File: config.mk
export PLATFORM = sky130hd
export DESIGN_NAME = lru_key_value_cache_top_flat
export DESIGN_NICKNAME = d
export VERILOG_FILES = /design/src/rtl/core/lkvc_pkg.sv /design/src/rtl/core/lkvc_if.sv /design/src/rtl/core/lru_key_value_cache_top.sv /design/src/rtl/core/lkvc_ctrl.sv /design/src/rtl/core/lkvc_datapath.sv /design/src/flat_wrapper.sv
export VERILOG_INCLUDE_DIRS = /design/src /design/src/rtl/core
export SDC_FILE = /design/constraint.sdc
export NUM_CORES = 2
export LEC_CHECK = 0
export ABC_AREA = 1
export BUFFER_PORTS_ARGS = -buffer_cell sky130_fd_sc_hd__buf_2
export CAP_MARGIN = 20
export CELL_PAD_IN_SITES_DETAIL_PLACEMENT = 0
export CELL_PAD_IN_SITES_GLOBAL_PLACEMENT = 1
export CORE_ASPECT_RATIO = 0.5
export CORE_MARGIN = 10
export CORE_UTILIZATION = 51
export CTS_CLUSTER_SIZE = 14
export DETAILED_ROUTE_END_ITERATION = 6
export GPL_TIMING_DRIVEN = 0
export PLACE_DENSITY_LB_ADDON = 0.1
export SLEW_MARGIN = 20
export SYNTH_ARGS = -nofsm -noshare
export SYNTH_HDL_FRONTEND = slang
export SYNTH_SLANG_ARGS = --single-unit
File: constraint.sdc
create_clock -name clk -period 7.4 [get_ports clk]
set_input_delay 0.74 -clock clk [delete_from_list [all_inputs] [get_ports clk]]
set_output_delay 0.74 -clock clk [all_outputs]
set_load 0.005 [all_outputs]
File: src/rtl/core/lru_key_value_cache_top_assert.svh
// Assertion macros used by the cache datapath RTL.
// Both expect signals named clk and arst_n in the enclosing module.
`ifndef LRU_KEY_VALUE_CACHE_TOP_ASSERT_SVH
`define LRU_KEY_VALUE_CACHE_TOP_ASSERT_SVH
`ifndef SYNTHESIS
`define LKVC_ASSERT(lbl, prop, msg) \
	lbl: assert property (@(posedge clk) disable iff (!arst_n) prop) else $error(msg);
`define LKVC_ASSERT_NEXT(lbl, ante, cons, msg) \
	lbl: assert property (@(posedge clk) disable iff (!arst_n) (ante) |=> (cons)) else $error(msg);
`else
`define LKVC_ASSERT(lbl, prop, msg)
`define LKVC_ASSERT_NEXT(lbl, ante, cons, msg)
`endif
`endif

File: src/rtl/core/lkvc_pkg.sv
`timescale 1ns / 1ps
package lkvc_pkg;

	localparam int DATA_W       = 32;
	localparam int KEY_W        = 32;
	localparam int CAP_W        = 5;
	localparam int DEF_ENTRIES  = 16;
	localparam int DEF_KEY_BITS = 32;

	localparam logic [CAP_W-1:0] CAP_RESET = CAP_W'(16);

	// request command codes
	localparam logic [0:0] CMD_GET = 1'b0;
	localparam logic [0:0] CMD_SET = 1'b1;

	typedef enum logic [1:0] {
		ST_IDLE,
		ST_LOOKUP,
		ST_COMMIT
	} state_t;

	// controller -> datapath
	typedef struct packed {
		logic in_ready;
		logic capture;
		logic lookup;
		logic commit;
	} ctl_cmd_t;

	// datapath -> controller
	typedef struct packed {
		logic in_valid;
		logic out_free;
	} ctl_sts_t;

endpackage

File: src/rtl/core/lkvc_if.sv
`timescale 1ns / 1ps
interface lkvc_req_if;
	logic                                valid;
	logic                                ready;
	logic [0:0]                          command;
	logic signed [lkvc_pkg::KEY_W-1:0]   key;
	logic signed [lkvc_pkg::DATA_W-1:0]  value;

	modport source (output valid, command, key, value, input ready);
	modport sink   (input valid, command, key, value, output ready);
endinterface

interface lkvc_rsp_if;
	logic                                valid;
	logic                                ready;
	logic                                found;
	logic signed [lkvc_pkg::DATA_W-1:0]  read_value;
	logic                                evicted;
	logic signed [lkvc_pkg::KEY_W-1:0]   evicted_key;

	modport source (output valid, found, read_value, evicted, evicted_key, input ready);
	modport sink   (input valid, found, read_value, evicted, evicted_key, output ready);
endinterface

interface lkvc_cfg_if;
	logic                         valid;
	logic                         ready;
	logic [lkvc_pkg::CAP_W-1:0]   data;

	modport source (output valid, data, input ready);
	modport sink   (input valid, data, output ready);
endinterface

File: src/rtl/core/lru_key_value_cache_top.sv
`timescale 1ns / 1ps
// Channel  Dir  Transaction
// req      in   command (get/set), key, value
// rsp      out  found, read_value, evicted, evicted_key
// cfg      in   capacity (5 bits), always ready
//
// Each transaction steps through capture, parallel lookup and commit.
// The lookup compares all ENTRIES keys in parallel; commit updates ranks.
// A stalled rsp holds commit; a new req is taken while a result waits.
// Reset clears valid bits, ranks and count at once; no clearing pass.
// Key and value stores have no reset and are read only where valid.
module lru_key_value_cache_top #(
	parameter int ENTRIES  = lkvc_pkg::DEF_ENTRIES,
	parameter int KEY_BITS = lkvc_pkg::DEF_KEY_BITS
) (
	input  logic        clk,
	input  logic        arst_n,
	lkvc_req_if.sink    req,
	lkvc_rsp_if.source  rsp,
	lkvc_cfg_if.sink    cfg
);

	// command and status between the sequencer and the entry datapath
	lkvc_pkg::ctl_cmd_t ctl_cmd;
	lkvc_pkg::ctl_sts_t ctl_sts;

	// sequencer: idle -> lookup -> commit, commit waits on a free result slot
	lkvc_ctrl u_ctrl (
		.clk    (clk),
		.arst_n (arst_n),
		.sts    (ctl_sts),
		.cmd    (ctl_cmd)
	);

	// entry array, LRU ranks, capacity register and result register
	lkvc_datapath #(
		.ENTRIES  (ENTRIES),
		.KEY_BITS (KEY_BITS)
	) u_datapath (
		.clk    (clk),
		.arst_n (arst_n),
		.req    (req),
		.rsp    (rsp),
		.cfg    (cfg),
		.cmd    (ctl_cmd),
		.sts    (ctl_sts)
	);

endmodule

File: src/rtl/core/lkvc_ctrl.sv
`timescale 1ns / 1ps
module lkvc_ctrl (
	input  logic               clk,
	input  logic               arst_n,
	input  lkvc_pkg::ctl_sts_t sts,
	output lkvc_pkg::ctl_cmd_t cmd
);

	lkvc_pkg::state_t state_q;
	lkvc_pkg::state_t state_d;

	always_ff @(posedge clk or negedge arst_n) begin
		if (!arst_n) begin
			state_q <= lkvc_pkg::ST_IDLE;
		end else begin
			state_q <= state_d;
		end
	end

	always_comb begin
		state_d = state_q;
		unique case (state_q)
			lkvc_pkg::ST_IDLE: begin
				if (sts.in_valid) state_d = lkvc_pkg::ST_LOOKUP;
			end
			lkvc_pkg::ST_LOOKUP: begin
				state_d = lkvc_pkg::ST_COMMIT;
			end
			lkvc_pkg::ST_COMMIT: begin
				// hold until the result register can take the answer
				if (sts.out_free) state_d = lkvc_pkg::ST_IDLE;
			end
			default: begin
				state_d = lkvc_pkg::ST_IDLE;
			end
		endcase
	end

	always_comb begin
		cmd = '0;
		unique case (state_q)
			lkvc_pkg::ST_IDLE: begin
				cmd.in_ready = 1'b1;
				cmd.capture  = sts.in_valid;
			end
			lkvc_pkg::ST_LOOKUP: begin
				cmd.lookup = 1'b1;
			end
			lkvc_pkg::ST_COMMIT: begin
				cmd.commit = sts.out_free;
			end
			default: begin
				cmd = '0;
			end
		endcase
	end

endmodule

File: src/rtl/core/lkvc_datapath.sv
`timescale 1ns / 1ps
`include "lru_key_value_cache_top_assert.svh"
module lkvc_datapath #(
	parameter int ENTRIES  = lkvc_pkg::DEF_ENTRIES,
	parameter int KEY_BITS = lkvc_pkg::DEF_KEY_BITS
) (
	input  logic               clk,
	input  logic               arst_n,
	lkvc_req_if.sink           req,
	lkvc_rsp_if.source         rsp,
	lkvc_cfg_if.sink           cfg,
	input  lkvc_pkg::ctl_cmd_t cmd,
	output lkvc_pkg::ctl_sts_t sts
);

	// stored key width: only the low KEY_BITS of the key port take part
	localparam int SW = (KEY_BITS < lkvc_pkg::KEY_W) ? KEY_BITS : lkvc_pkg::KEY_W;
	localparam int RW = (ENTRIES > 1) ? $clog2(ENTRIES) : 1;
	localparam int CW = $clog2(ENTRIES + 1);
	localparam int XW = lkvc_pkg::CAP_W + 3;
	localparam int DW = lkvc_pkg::DATA_W;

	// configuration
	logic [lkvc_pkg::CAP_W-1:0] capacity_q;
	logic [XW-1:0]              cap_x;
	logic [XW-1:0]              eff_cap;

	// entry state
	logic [ENTRIES-1:0] valid_q;
	logic [RW-1:0]      rank_q [ENTRIES];
	logic [CW-1:0]      live_q;
	logic [SW-1:0]      key_mem [ENTRIES];
	logic [DW-1:0]      val_mem [ENTRIES];

	// request stage
	logic [0:0]    cmd_s1;
	logic [SW-1:0] key_s1;
	logic [DW-1:0] value_s1;

	// lookup results
	logic [ENTRIES-1:0] match;
	logic [ENTRIES-1:0] hit_vec;
	logic [ENTRIES-1:0] lru_vec;
	logic [ENTRIES-1:0] vic_vec;
	logic [ENTRIES-1:0] free_vec;
	logic [ENTRIES-1:0] slot_vec;
	logic               found;
	logic               is_set;
	logic               evict;
	logic               insert;
	logic [RW-1:0]      hit_rank;
	logic [RW-1:0]      lru_rank;
	logic [DW-1:0]      hit_value;
	logic [SW-1:0]      vic_key;

	logic [ENTRIES-1:0] hit_s2;
	logic [ENTRIES-1:0] slot_s2;
	logic [ENTRIES-1:0] vic_s2;
	logic               found_s2;
	logic               set_s2;
	logic               ins_s2;
	logic               evict_s2;
	logic [RW-1:0]      hit_rank_s2;
	logic [DW-1:0]      rd_s2;
	logic [SW-1:0]      evk_s2;

	// result register
	logic          rsp_valid_q;
	logic          found_q;
	logic [DW-1:0] read_value_q;
	logic          evicted_q;
	logic [SW-1:0] evicted_key_q;

	assign cfg.ready = 1'b1;

	always_ff @(posedge clk or negedge arst_n) begin
		if (!arst_n) begin
			capacity_q <= lkvc_pkg::CAP_RESET;
		end else if (cfg.valid) begin
			capacity_q <= cfg.data;
		end
	end

	// zero acts as one, anything above the entry count saturates
	always_comb begin
		cap_x = XW'(capacity_q);
		if (cap_x == '0) begin
			eff_cap = XW'(1);
		end else if (cap_x > XW'(ENTRIES)) begin
			eff_cap = XW'(ENTRIES);
		end else begin
			eff_cap = cap_x;
		end
	end

	assign req.ready    = cmd.in_ready;
	assign sts.in_valid = req.valid;
	assign sts.out_free = !rsp_valid_q || rsp.ready;

	always_ff @(posedge clk) begin
		if (cmd.capture) begin
			cmd_s1   <= req.command;
			key_s1   <= req.key[SW-1:0];
			value_s1 <= req.value;
		end
	end

	// parallel tag compare; the LRU entry is the valid one ranked live-1
	assign lru_rank = RW'(live_q - CW'(1));

	always_comb begin
		for (int i = 0; i < ENTRIES; i++) begin
			match[i]   = valid_q[i] && (key_mem[i] == key_s1);
			lru_vec[i] = valid_q[i] && (rank_q[i] == lru_rank);
		end
	end

	assign hit_vec  = match & (~match + ENTRIES'(1));
	assign found    = |match;
	assign is_set   = (cmd_s1 == lkvc_pkg::CMD_SET);
	assign evict    = is_set && !found && (XW'(live_q) >= eff_cap) && (live_q != '0);
	assign vic_vec  = evict ? lru_vec : '0;
	assign free_vec = ~(valid_q & ~vic_vec);
	assign slot_vec = free_vec & (~free_vec + ENTRIES'(1));
	assign insert   = is_set && !found && (|free_vec);

	always_comb begin
		hit_rank  = '0;
		hit_value = '0;
		vic_key   = '0;
		for (int i = 0; i < ENTRIES; i++) begin
			hit_rank  = hit_rank  | (hit_vec[i] ? rank_q[i]  : '0);
			hit_value = hit_value | (hit_vec[i] ? val_mem[i] : '0);
			vic_key   = vic_key   | (vic_vec[i] ? key_mem[i] : '0);
		end
	end

	always_ff @(posedge clk) begin
		if (cmd.lookup) begin
			hit_s2      <= hit_vec;
			slot_s2     <= slot_vec;
			vic_s2      <= vic_vec;
			found_s2    <= found;
			set_s2      <= is_set;
			ins_s2      <= insert;
			evict_s2    <= evict;
			hit_rank_s2 <= hit_rank;
			rd_s2       <= (!is_set && found) ? hit_value : '0;
			evk_s2      <= evict ? vic_key : '0;
		end
	end

	// recency and occupancy update
	always_ff @(posedge clk or negedge arst_n) begin
		if (!arst_n) begin
			valid_q <= '0;
			live_q  <= '0;
			for (int i = 0; i < ENTRIES; i++) begin
				rank_q[i] <= '0;
			end
		end else if (cmd.commit) begin
			if (found_s2) begin
				for (int i = 0; i < ENTRIES; i++) begin
					if (hit_s2[i]) begin
						rank_q[i] <= '0;
					end else if (valid_q[i] && (rank_q[i] < hit_rank_s2)) begin
						rank_q[i] <= rank_q[i] + RW'(1);
					end
				end
			end else if (ins_s2) begin
				live_q <= live_q + CW'(1) - (evict_s2 ? CW'(1) : CW'(0));
				for (int i = 0; i < ENTRIES; i++) begin
					if (slot_s2[i]) begin
						valid_q[i] <= 1'b1;
						rank_q[i]  <= '0;
					end else if (vic_s2[i]) begin
						valid_q[i] <= 1'b0;
					end else if (valid_q[i]) begin
						rank_q[i] <= rank_q[i] + RW'(1);
					end
				end
			end
		end
	end

	always_ff @(posedge clk) begin
		if (cmd.commit) begin
			for (int i = 0; i < ENTRIES; i++) begin
				if (found_s2 && set_s2 && hit_s2[i]) begin
					val_mem[i] <= value_s1;
				end else if (ins_s2 && slot_s2[i]) begin
					key_mem[i] <= key_s1;
					val_mem[i] <= value_s1;
				end
			end
		end
	end

	always_ff @(posedge clk or negedge arst_n) begin
		if (!arst_n) begin
			rsp_valid_q <= 1'b0;
		end else if (cmd.commit) begin
			rsp_valid_q <= 1'b1;
		end else if (rsp.ready) begin
			rsp_valid_q <= 1'b0;
		end
	end

	always_ff @(posedge clk) begin
		if (cmd.commit) begin
			found_q       <= found_s2;
			read_value_q  <= rd_s2;
			evicted_q     <= evict_s2;
			evicted_key_q <= evk_s2;
		end
	end

	assign rsp.valid       = rsp_valid_q;
	assign rsp.found       = found_q;
	assign rsp.read_value  = read_value_q;
	assign rsp.evicted     = evicted_q;
	assign rsp.evicted_key = lkvc_pkg::KEY_W'(evicted_key_q);

	`LKVC_ASSERT(a_live_matches_valid, live_q == CW'($countones(valid_q)), "live count disagrees with valid bits")
	`LKVC_ASSERT_NEXT(a_hit_onehot, cmd.lookup, $onehot0(hit_s2), "more than one entry hit")
	`LKVC_ASSERT_NEXT(a_hit_or_insert, cmd.lookup, !(found_s2 && ins_s2), "hit and insert together")
	`LKVC_ASSERT(a_rsp_from_commit, $rose(rsp_valid_q) |-> $past(cmd.commit), "result without commit")

endmodule
File: src/flat_wrapper.sv
// flat-port wrapper written by rule: the top's interface ports become plain ports
module lru_key_value_cache_top_flat 
#(
	parameter int ENTRIES  = lkvc_pkg::DEF_ENTRIES,
	parameter int KEY_BITS = lkvc_pkg::DEF_KEY_BITS
)
  (clk, arst_n, req_valid, req_command, req_key, req_value, req_ready, rsp_valid, rsp_found, rsp_read_value, rsp_evicted, rsp_evicted_key, rsp_ready, cfg_valid, cfg_data, cfg_ready);
  lkvc_req_if req_i ();
  lkvc_rsp_if rsp_i ();
  lkvc_cfg_if cfg_i ();
  input  logic clk;
  input  logic arst_n;
  input wire logic [$bits(req_i.valid)-1:0] req_valid;
  input wire logic [$bits(req_i.command)-1:0] req_command;
  input wire logic [$bits(req_i.key)-1:0] req_key;
  input wire logic [$bits(req_i.value)-1:0] req_value;
  output wire logic [$bits(req_i.ready)-1:0] req_ready;
  output wire logic [$bits(rsp_i.valid)-1:0] rsp_valid;
  output wire logic [$bits(rsp_i.found)-1:0] rsp_found;
  output wire logic [$bits(rsp_i.read_value)-1:0] rsp_read_value;
  output wire logic [$bits(rsp_i.evicted)-1:0] rsp_evicted;
  output wire logic [$bits(rsp_i.evicted_key)-1:0] rsp_evicted_key;
  input wire logic [$bits(rsp_i.ready)-1:0] rsp_ready;
  input wire logic [$bits(cfg_i.valid)-1:0] cfg_valid;
  input wire logic [$bits(cfg_i.data)-1:0] cfg_data;
  output wire logic [$bits(cfg_i.ready)-1:0] cfg_ready;
  assign req_i.valid = req_valid;
  assign req_i.command = req_command;
  assign req_i.key = req_key;
  assign req_i.value = req_value;
  assign req_ready = req_i.ready;
  assign rsp_valid = rsp_i.valid;
  assign rsp_found = rsp_i.found;
  assign rsp_read_value = rsp_i.read_value;
  assign rsp_evicted = rsp_i.evicted;
  assign rsp_evicted_key = rsp_i.evicted_key;
  assign rsp_i.ready = rsp_ready;
  assign cfg_i.valid = cfg_valid;
  assign cfg_i.data = cfg_data;
  assign cfg_ready = cfg_i.ready;
  lru_key_value_cache_top #(.ENTRIES(ENTRIES), .KEY_BITS(KEY_BITS)) u_core (.clk(clk), .arst_n(arst_n), .req(req_i), .rsp(rsp_i), .cfg(cfg_i));
endmodule
==> reports/metrics.cfg <==
[worst_setup_path]
end_kind=register
path_common_cell=nand2_1
required_ps=7880
reg2reg_from=u_core.u_datapath.key_s1[0]
worstReg2RegEnd=u_core.u_datapath.evk_s2[4]
arrival_ps=8330
crit_path_max_incr_delay_ps=740
r2r_cells=20
crit_type=register to register
path_max_fanout=15
worstPathCellList=inv_2 > buf_2 > o21ai_0 > nor2_1 > nand2_1 > nor2_1 > nand2_1 > nor2_2 > nand2_1 > nand2_1 > nor2_1 > nand2_2 > nor2_8 > nand4_2 > clkinv_4 > buf_2 > a22oi_1 > nand2_1 > nor3_1 > nand2_1
r2r_setup_slack_ps=-450
startpoint=u_core.u_datapath.key_s1[0]
crit_path_start_kind=register
cp-endpoint=u_core.u_datapath.evk_s2[4]
crit_path_top_delay_cell=edfxtp_1

[clocking]
htreeDepth=3
cts_tree=yes
clk_path_buf_depth=3
cts.clk_slew.worst_paths_ps=60
clk_latency_ps=800
numCtsBuffers=119
cts_sinks=1368
root_buffer=clkbuf_16

[outcome]
failed_checks=setup timing
outcome=complete, but fails checks

[hold_path]
min_from=req_value[15]
min_path_type=primary input to register

[place]
placed_area_um2=65900
hpwlAfterDp_um=208000
io_buffers=141
dp_cells=7340
gp_congestion=1.08
place_ws_ps=-927

[synth]
synth_top_area_frac=0.629
synthesis.nets=5606
synth-warning-count=0
ys_seq_area_frac=0.667
ys_top_cells_by_count=1368 x nand2_1, 1275 x edfxtp_1, 524 x inv_1
synthArstFlopShare=0.0680
avgSynthCellArea_um2=11.2
syn-cell-area_um2=60900
yosys.cell_types.count=58
synth_ff_type=edfxtp_1
synth_edf_count=1275
synth_most_common_cell=nand2_1
yosysTopAreaCell=edfxtp_1
synth-seq-cells=1368
synthCells=5453
yosys-top-cells-area=edfxtp_1 63%, nand2_1 8.4%, dfrtp_1 3.8%, inv_1 3.2%, a22oi_1 2.2%

[floorplan]
die_w_um=509
placeableCoreArea_um2=118000
start_util=0.515
dieHeight_um=264
num_rows=89
die_area_um2=134000
design.portCount=144

[power]
ir_drop_mv=0.228
p_per_area_nw_per_um2=317
p_leak_nw=27.0
report.power.total_mw=22.2

[timing]
slew_headroom=0.137
fin_ws_ps=-453
finalClockSkew_ps=48.6
fin_setup_tns_ps=-5480
whs_ps=106
tightestPinTransition_ps=1300
period_share=1.06
slew_viol_final=0
max_freq_mhz=127
hold_viol_final=0
rsz0062_at_grt=no
finalSetupViolations=29
min_period_ps=7850

[finish]
fillers=9600
synthToLayoutAreaGrowth_pct=14.9
nets=6026
stdcell_count=7588
final_core_util=0.592
layout-drive-gt1-share=0.116
stdcell_area_um2=70000

[route]
drt_iter0_drc=9491
vias=49400
vias_per_cell=6.51
antenna_left=0
wl_per_cell_um=37.2
drtPass1Iterations=7
remaining_drc_errors=0
routed_wirelength_um=283000

[global_route]
grt-ovfl-total=0
grt_pass1_wl_um=376000
grt_antenna_before_repair=19
grt_pass1_vias=45100
grt_use_total=0.406
grt_max_degree=50

[run]
drv_cap=0

[cell type report]
class / instances / area (µm²) / share of cell area
Sequential cell: 1368 / 40600 / 0.580
Inverter: 565 / 2130 / 0.0304
Multi-Input combinational cell: 3322 / 17500 / 0.250
Tap cell: 1592 / 1990 / 0.0285
Buffer: 198 / 985 / 0.0141
Clock buffer: 183 / 3280 / 0.0469
Antenna cell: 18 / 45.0 / 0.000644
Timing Repair Buffer: 299 / 2710 / 0.0387
Clock inverter: 43 / 732 / 0.0105
[logic make-up (layout without fill, tap and decap cells)]
family	Yosys count	count (layout)	share of synthesized area
compound gates	927	927	0.0962
xor+xnor	149	149	0.0214
fa+ha+maj	78	78	0.0160
buf+inv	763	1288	0.0507
flops	1368	1368	0.667
other cells	1	19	0.0000616
simple gates	2167	2167	0.148
[placed cells by master (no fill, tap or decap), types with 19 or more instances in the layout]
cell type and n:
buf_6 25, inv_2 36, nand2_1 1368, clkbuf_1 114, nor2_1 332, dfrtp_1 92, buf_2 236, nor3_2 19
nor4_1 38, a21oi_1 175, nor3_1 62, nand3_1 217, o21ai_1 20, o21ai_0 248, a22o_1 85, o22ai_1 101
buf_16 28, edfxtp_1 1275, xnor2_1 120, clkbuf_16 120, nor3b_1 19, ha_1 78, inv_1 524, buf_4 113
xor2_1 28, a22oi_1 177, nand4_1 68
[flip-flops by register name, indices dropped and copies added, names as in the netlist, 32 cells and up]
signal / count
u_core.u_datapath.rsp.read_value: 32
u_core.u_datapath.key_mem: 512
u_core.u_datapath.evk_s2: 32
u_core.u_datapath.rank_q: 64
u_core.u_datapath.val_mem: 512
u_core.u_datapath.rd_s2: 32
u_core.u_datapath.key_s1: 32
u_core.u_datapath.rsp.evicted_key: 32
u_core.u_datapath.value_s1: 32
[where the power goes]
group          switching [mW]  internal (mW)
Sequential              0.815           9.66
Combinational            3.72           1.37
Clock                    3.07           3.57
Total                    7.61           14.6
[layer usage]
layer,vias up,part of all wire,track usage,routed length (µm)
li1,20000,-,-,-
met1,24000,0.37,0.541,105000
met2,4460,0.40,0.559,113000
met3,901,0.16,0.171,45000
met4,28,0.069,0.217,19500
met5,-,0.0011,0.00392,305
[timing repair]
item / CTS / global route
hold endpoints to repair: 47 / 0
endpoints found under the setup margin: 22 / 4
gates resized for setup: 3 / 0
pin swaps: 0 / 0
gates cloned: 0 / 0
hold buffers: 1 / 0
buffers inserted: 0 / 1
[how the worst min path moves through the flow]
stage,endpoint,slack [ps],cells after the start
2_1_floorplan,u_core.u_datapath.rsp.evicted_key[0],400,0
3_3_place_gp,u_core.u_datapath.rsp.evicted_key[19],400,0
3_5_place_dp,u_core.u_datapath.rsp.evicted_key[13],400,0
4_1_cts,u_core.u_datapath.value_s1[1],80,1
5_1_grt,u_core.u_datapath.value_s1[1],90,1
6_report,u_core.u_datapath.value_s1[15],110,1
[worst max-delay path, delay by kind of cell, from the launching register on]
kind | cells | cell delay, ps
AND/OR/NAND/NOR | 14 | 3830
flip-flops | 1 | 740
AO/OA/AOI/OAI | 2 | 800
buffers and inverters | 4 | 2020
(Power assumes the default switching activity.)
